## config.mk

```make
export PLATFORM = sky130hd
export DESIGN_NAME = min_falling_path_sum_top
export DESIGN_NICKNAME = d
export VERILOG_FILES = /design/src/rtl/core/mfps_pkg.sv /design/src/rtl/core/mfps_cell.sv /design/src/rtl/core/min_falling_path_sum_top.sv
export SDC_FILE = /design/constraint.sdc
export NUM_CORES = 2
export LEC_CHECK = 0
export ABC_CLOCK_PERIOD_IN_PS = 53100
export BUFFER_PORTS_ARGS = -buffer_cell sky130_fd_sc_hd__buf_2
export CORE_MARGIN = 2
export CORE_UTILIZATION = 63
export CTS_BUF_LIST = sky130_fd_sc_hd__clkbuf_8
export CTS_CLUSTER_SIZE = 14
export DETAILED_ROUTE_END_ITERATION = 10
export PLACE_DENSITY = 0.8
export SLEW_MARGIN = 0
export SYNTH_ARGS = -nofsm -noshare
export SYNTH_HDL_FRONTEND = slang
export SYNTH_SLANG_ARGS = --single-unit
```

## constraint.sdc

```tcl
create_clock -name clk -period 53.1 [get_ports clk]
set_clock_uncertainty 0.1 [all_clocks]
set_input_delay 5.31 -clock clk [delete_from_list [all_inputs] [get_ports clk]]
set_output_delay 5.31 -clock clk [all_outputs]
set_load 0.005 [all_outputs]
```

## src/rtl/core/mfps_pkg.sv

```systemverilog
// ----------------------------------------------------------------------------
// mfps_pkg: shared constants and types for the falling path sum block
// Field widths, register indexes and the control bundle of the cost chain.
// ----------------------------------------------------------------------------
`default_nettype none

package mfps_pkg;

    localparam int unsigned MAX_COLS_DEF = 64;
    localparam int unsigned MAX_ROWS_DEF = 64;

    localparam int unsigned SIZE_W    = 7;   // grid_rows / grid_cols
    localparam int unsigned VAL_W     = 8;   // cell_value
    localparam int unsigned COST_W    = 14;  // path costs, min_sum
    localparam int unsigned COL_OUT_W = 6;   // end_column
    localparam int unsigned IN_W      = 8;   // s_tdata
    localparam int unsigned OUT_W     = 24;  // m_tdata

    localparam logic [COST_W-1:0] COST_MAX = '1;

    // register indexes
    localparam logic REG_GRID_ROWS = 1'b0;
    localparam logic REG_GRID_COLS = 1'b1;

    // Broadcast to every stage of the cost chain
    typedef struct packed {
        logic              en;    // shift by one
        logic [SIZE_W-1:0] tail;  // stage that loads the new cost
        logic [COST_W-1:0] cost;  // cost of the cell just taken
    } shift_t;

endpackage

`default_nettype wire

```

## src/rtl/core/mfps_cell.sv

```systemverilog
// ----------------------------------------------------------------------------
// mfps_cell: one stage of the row cost chain
// Holds one stored cost; loads the new cost when it is the tail of the
// chain, otherwise takes the cost of its right-hand neighbour.
// ----------------------------------------------------------------------------
`default_nettype none

module mfps_cell #(
    parameter int unsigned INDEX = 0
) (
    input  wire logic                         clk,
    input  wire mfps_pkg::shift_t             ctl,
    input  wire logic [mfps_pkg::COST_W-1:0]  from_right,
    output logic      [mfps_pkg::COST_W-1:0]  cost
);

    localparam logic [mfps_pkg::SIZE_W-1:0] MY_INDEX = INDEX[mfps_pkg::SIZE_W-1:0];

    logic [mfps_pkg::COST_W-1:0] cost_reg;
    logic [mfps_pkg::COST_W-1:0] cost_next;

    always_comb
    begin
        cost_next = (ctl.tail == MY_INDEX) ? ctl.cost : from_right;
    end

    always_ff @(posedge clk)
    begin
        if (ctl.en)
        begin
            cost_reg <= cost_next;
        end
    end

    assign cost = cost_reg;

endmodule

`default_nettype wire

```

## src/rtl/core/min_falling_path_sum_top.sv

```systemverilog
// ----------------------------------------------------------------------------
// min_falling_path_sum_top: minimum falling path sum over a streamed grid
// The result is registered and appears in the cycle after a grid's last cell.
// Throughput: one cell per cycle while no result is stalled; the cost chain
// shifts once per item; its head holds the next cell's up and up-right costs.
// Reset: asynchronous, active low; sizes return to 1 by 1, grid restarts.
// A configuration write also restarts the grid in progress.
// ----------------------------------------------------------------------------
`default_nettype none

module min_falling_path_sum_top #(
    parameter int unsigned MAX_COLS = mfps_pkg::MAX_COLS_DEF,
    parameter int unsigned MAX_ROWS = mfps_pkg::MAX_ROWS_DEF
) (
    input  wire logic                           clk,
    input  wire logic                           rst_n,
    // config port
    input  wire logic                           cfg_we,
    input  wire logic                           cfg_index,
    input  wire logic [mfps_pkg::SIZE_W-1:0]    cfg_data,
    // input stream
    input  wire logic                           s_tvalid,
    output logic                                s_tready,
    input  wire logic [mfps_pkg::IN_W-1:0]      s_tdata,   // [7:0] cell_value
    // result stream
    output logic                                m_tvalid,
    input  wire logic                           m_tready,
    output logic      [mfps_pkg::OUT_W-1:0]     m_tdata    // [13:0] min_sum,
                                                           // [19:14] end_column
);

    localparam int unsigned SW = mfps_pkg::SIZE_W;
    localparam int unsigned CW = mfps_pkg::COST_W;
    localparam int unsigned SIZE_CAP = (1 << SW) - 1;
    localparam int unsigned COLS_CAP = (MAX_COLS < SIZE_CAP) ? MAX_COLS : SIZE_CAP;
    localparam int unsigned ROWS_CAP = (MAX_ROWS < SIZE_CAP) ? MAX_ROWS : SIZE_CAP;
    localparam logic [SW-1:0] COLS_LIM = COLS_CAP[SW-1:0];
    localparam logic [SW-1:0] ROWS_LIM = ROWS_CAP[SW-1:0];
    localparam int unsigned NCELL  = COLS_CAP;
    localparam int unsigned UR_IDX = (NCELL > 1) ? 1 : 0;
    localparam int unsigned PAD_W  = mfps_pkg::OUT_W - CW - mfps_pkg::COL_OUT_W;

    logic [SW-1:0] grid_rows_reg;
    logic [SW-1:0] grid_cols_reg;
    logic [SW-1:0] row_reg;
    logic [SW-1:0] col_reg;
    logic [CW-1:0] best_reg;
    logic [SW-1:0] best_col_reg;
    logic [CW-1:0] left_cost_reg;
    logic          out_valid_reg;
    logic [CW-1:0] out_sum_reg;
    logic [mfps_pkg::COL_OUT_W-1:0] out_col_reg;

    logic [SW-1:0] eff_rows;
    logic [SW-1:0] eff_cols;
    logic          accept;
    logic          last_col;
    logic          last_row;
    logic          has_right;
    logic [CW-1:0] val_ext;
    logic [CW-1:0] above;
    logic [CW:0]   sum;
    logic [CW-1:0] cost;
    logic [CW-1:0] best_next;
    logic [SW-1:0] best_col_next;

    mfps_pkg::shift_t ctl;
    logic [CW-1:0]    chain [NCELL];

    // zero acts as one, too large acts as the maximum
    always_comb
    begin
        eff_rows = (grid_rows_reg == '0) ? SW'(1)
                 : ((grid_rows_reg > ROWS_LIM) ? ROWS_LIM : grid_rows_reg);
        eff_cols = (grid_cols_reg == '0) ? SW'(1)
                 : ((grid_cols_reg > COLS_LIM) ? COLS_LIM : grid_cols_reg);
    end

    assign s_tready = !out_valid_reg || m_tready;
    assign accept   = s_tvalid && s_tready;

    always_comb
    begin
        last_col  = ({1'b0, col_reg} + (SW+1)'(1)) >= {1'b0, eff_cols};
        last_row  = ({1'b0, row_reg} + (SW+1)'(1)) >= {1'b0, eff_rows};
        has_right = !last_col;
        val_ext   = {{(CW - mfps_pkg::VAL_W){1'b0}}, s_tdata[mfps_pkg::VAL_W-1:0]};

        // head of chain: up, one to its right: up-right, left_cost_reg: up-left
        above = chain[0];
        if ((col_reg != '0) && (left_cost_reg < above))
        begin
            above = left_cost_reg;
        end
        if (has_right && (chain[UR_IDX] < above))
        begin
            above = chain[UR_IDX];
        end

        sum = {1'b0, val_ext} + {1'b0, above};
        if (row_reg == '0)
        begin
            cost = val_ext;
        end
        else
        begin
            cost = sum[CW] ? mfps_pkg::COST_MAX : sum[CW-1:0];
        end

        best_next     = best_reg;
        best_col_next = best_col_reg;
        if (last_row && ((col_reg == '0) || (cost < best_reg)))
        begin
            best_next     = cost;
            best_col_next = col_reg;
        end
    end

    always_comb
    begin
        ctl.en   = accept;
        ctl.tail = eff_cols - SW'(1);
        ctl.cost = cost;
    end

    // chain of cost stages, shifting toward stage 0
    for (genvar k = 0; k < NCELL; k++)
    begin : g_cell
        logic [CW-1:0] from_right;
        if (k == NCELL - 1)
        begin : g_end
            assign from_right = cost;
        end
        else
        begin : g_mid
            assign from_right = chain[k+1];
        end
        mfps_cell #(
            .INDEX (k)
        ) u_cell (
            .clk        (clk),
            .ctl        (ctl),
            .from_right (from_right),
            .cost       (chain[k])
        );
    end

    always_ff @(posedge clk)
    begin
        if (accept)
        begin
            left_cost_reg <= chain[0];
        end
    end

    always_ff @(posedge clk or negedge rst_n)
    begin
        if (!rst_n)
        begin
            grid_rows_reg <= SW'(1);
            grid_cols_reg <= SW'(1);
            row_reg       <= '0;
            col_reg       <= '0;
            best_reg      <= mfps_pkg::COST_MAX;
            best_col_reg  <= '0;
        end
        else if (cfg_we)
        begin
            unique case (cfg_index)
                mfps_pkg::REG_GRID_ROWS: grid_rows_reg <= cfg_data;
                mfps_pkg::REG_GRID_COLS: grid_cols_reg <= cfg_data;
                default: ;
            endcase
            row_reg      <= '0;
            col_reg      <= '0;
            best_reg     <= mfps_pkg::COST_MAX;
            best_col_reg <= '0;
        end
        else if (accept)
        begin
            if (!last_col)
            begin
                col_reg      <= col_reg + SW'(1);
                best_reg     <= best_next;
                best_col_reg <= best_col_next;
            end
            else if (!last_row)
            begin
                col_reg      <= '0;
                row_reg      <= row_reg + SW'(1);
                best_reg     <= best_next;
                best_col_reg <= best_col_next;
            end
            else
            begin
                col_reg      <= '0;
                row_reg      <= '0;
                best_reg     <= mfps_pkg::COST_MAX;
                best_col_reg <= '0;
            end
        end
    end

    // result register
    always_ff @(posedge clk or negedge rst_n)
    begin
        if (!rst_n)
        begin
            out_valid_reg <= 1'b0;
        end
        else if (accept && !cfg_we && last_col && last_row)
        begin
            out_valid_reg <= 1'b1;
        end
        else if (m_tready)
        begin
            out_valid_reg <= 1'b0;
        end
    end

    always_ff @(posedge clk)
    begin
        if (accept && last_col && last_row)
        begin
            out_sum_reg <= best_next;
            out_col_reg <= best_col_next[mfps_pkg::COL_OUT_W-1:0];
        end
    end

    assign m_tvalid = out_valid_reg;
    assign m_tdata  = {{PAD_W{1'b0}}, out_col_reg, out_sum_reg};

endmodule

`default_nettype wire

```

==> flow_summary.json <==
{
  "grtUsageTotal": 0.273,
  "power_density_mw_per_mm2": 37.8,
  "worstMarginPinSlew_ns": 1.22,
  "vias": 27100,
  "maxCapViolations": 0,
  "cts_tree": "built",
  "core_mm2": 0.0670,
  "multiInputGateArea_mm2": 0.0123,
  "grt_setup_unrepaired": "no",
  "ctsHoldBuffers": 0,
  "grt_overflow": 0,
  "post-cts-setup-buffers": 0,
  "placedCellCount": 4118,
  "path_class": "in -> out",
  "gp_congestion": 0.953,
  "finalNonFillerCells": 4383,
  "synth.avg_cell_area_um2": 12.6,
  "ys_ff_latch": 979,
  "muxShareOfSynthArea": 0.0630,
  "fin_crit_ns": 11.11,
  "synth_top_area_share": 0.656,
  "synthSimpleGateAreaFrac": 0.0931,
  "cp_num_buf_inv": 2,
  "drc": 0,
  "rows": 95,
  "numCtsBuffers": 155,
  "timing.fmax_mhz": 90.0,
  "root_buffer": "clkbuf_8",
  "finalCoreUtilization": 0.687,
  "grt_max_degree": 149,
  "start_util": 0.635,
  "clk-insertion-delay-late_ns": 0.82,
  "ctsHtreeMaxLevel": 4,
  "netlist_area_mm2": 0.0426,
  "die_h_um": 264,
  "reg2reg_slack_ns": 42.23,
  "synth_top_cells_by_area": "edfxtp_1 66%, o21ai_0 8.3%, nand2_1 6.8%",
  "status": "finished, final reports clean",
  "final-hold-violation-count": 0,
  "cp_max_fo": 3,
  "wl_per_cell_um": 21.6,
  "vdd_drop_max_mv": 0.0257,
  "crit_slowest_cell": "nand2b_1",
  "drt_first_iter_violations": 3462,
  "worst_slack_ns": 41.99,
  "final_nets": 3489,
  "antenna_left": 0,
  "start_kind": "primary input",
  "drive_above_1_share": 0.154,
  "place_ws_ns": 41.62,
  "area_growth_pct": 8.13,
  "clk_path_buf_depth": 3,
  "dp.final_hpwl_mm": 55.0,
  "fin_tns_setup_ns": 0,
  "die-area_mm2": 0.0697,
  "leakagePower_uw": 0.0179,
  "vias_per_cell": 6.18,
  "die_x_um": 264,
  "setup_viol": 0,
  "drv_slew": 0,
  "yosysWarnings": 0,
  "slew_headroom": 0.182,
  "holdWs_ns": 0.350,
  "synth_top_family_by_area": "compound AO/OA/AOI/OAI gates",
  "ioPinCount": 47,
  "fill_cells": 4523,
  "largest_reg_flops": 896,
  "ys_types": 78,
  "grt_pass1_vias": 26600,
  "fin_crit_sh": 0.209,
  "synth-xor-area-share": 0.00391,
  "seqCellArea_mm2": 0.0292,
  "required_ns": 47.69,
  "synth-edff-count": 930,
  "critPathMostFrequentCell": "buf_2",
  "syn_inst": 3392,
  "clock_sinks": 979,
  "synth_top_cell_by_area": "edfxtp_1",
  "critPathMaxStageDelay_ns": 0.16,
  "synth-compound-area-share": 0.107,
  "netlist_top_cells_count": "930 x edfxtp_1, 769 x nand2_1, 706 x o21ai_0",
  "antenna_found_initial": 3,
  "portBuffers": 42,
  "synth_flop_cell": "edfxtp_1",
  "grt_pass1_wl_mm": 148,
  "routed_wl_mm": 94.8,
  "path_clk_slew_ns": 0.05,
  "synth_fa_ha_area_frac": 0.0196,
  "drt-pass1-iter-count": 7,
  "critPathCaptureType": "primary output",
  "critPathTopFamily": "buffers and inverters",
  "hp-class": "reg -> reg",
  "ys_seq_area_frac": 0.685,
  "path_cells": "buf_2 > nand2b_1 > buf_2",
  "cts-resized-gates": 0,
  "async_reset_ff_frac": 0.0501,
  "yosysMostFrequentCell": "edfxtp_1",
  "arrival_ns": 5.70
}
[cell usage in the layout, fill, tap and decap left out, drive strengths merged, types with 23 or more instances in the layout]
cell | synthesis | routed
a21oi | 43 | 43
ha | 65 | 65
nor3 | 23 | 23
mux2 | 229 | 229
edfxtp | 930 | 930
dfrtp | 33 | 33
buf | 52 | 74
clkinv | 0 | 42
nor2 | 80 | 80
clkbuf | 172 | 158
nand2 | 770 | 770
nand3 | 25 | 25
inv | 66 | 124
o21ai | 710 | 710
[worst paths after layout]
| check | from | end | depth (start not counted) |
|---|---|---|---|
| max | m_tready | s_tready | 3 |
| max reg2reg | col_reg[0] | out_col_reg[4] | 36 |
| min reg2reg | g_cell[0].u_cell.cost[7] | left_cost_reg[7] | 0 |
| min | g_cell[0].u_cell.cost[7] | left_cost_reg[7] | 0 |
| max in group asynchronous | rst_n | row_reg[6] | 1 |
| min in group asynchronous | rst_n | best_col_reg[4] | 1 |
[per-stage QoR]
stage	power, uW	cell area, um^2
after global placement	1150	43300
after CTS	1750	46000
final	1740	46000
after floorplan	1120	42600
after global routing	1810	46000
after detailed placement	1160	43300
[cell type report]
type / count / area share
Clock buffer: 158 / 0.0472
Antenna cell: 1 / 0.0000543
Tap cell: 873 / 0.0237
Clock inverter: 106 / 0.0129
Timing Repair Buffer: 74 / 0.00978
Sequential cell: 979 / 0.634
Inverter: 66 / 0.00554
Multi-Input combinational cell: 2126 / 0.267
[where the power goes]
part	internal [uW]	switching, uW
combinational	59.9	147
sequential	923	21.6
clock	293	295
[logic make-up (layout without fill, tap and decap cells)]
kind of cell	Yosys count	count (layout)
simple gates	954	954
buf+inv	290	404
flops	979	979
xor+xnor	19	19
fa+ha+maj	66	66
mux	239	239
other cells	1	5
compound gates	844	844
[routing by layer]
| metal | share of wire | routed length, um | global-route usage |
|---|---|---|---|
| met4 | 0.033 | 3110 | 0.110 |
| met5 | 0 | 0 | 0 |
| met3 | 0.074 | 6990 | 0.0461 |
| met2 | 0.47 | 44800 | 0.428 |
| met1 | 0.42 | 39900 | 0.386 |
Power figures use the tool's default switching activity.
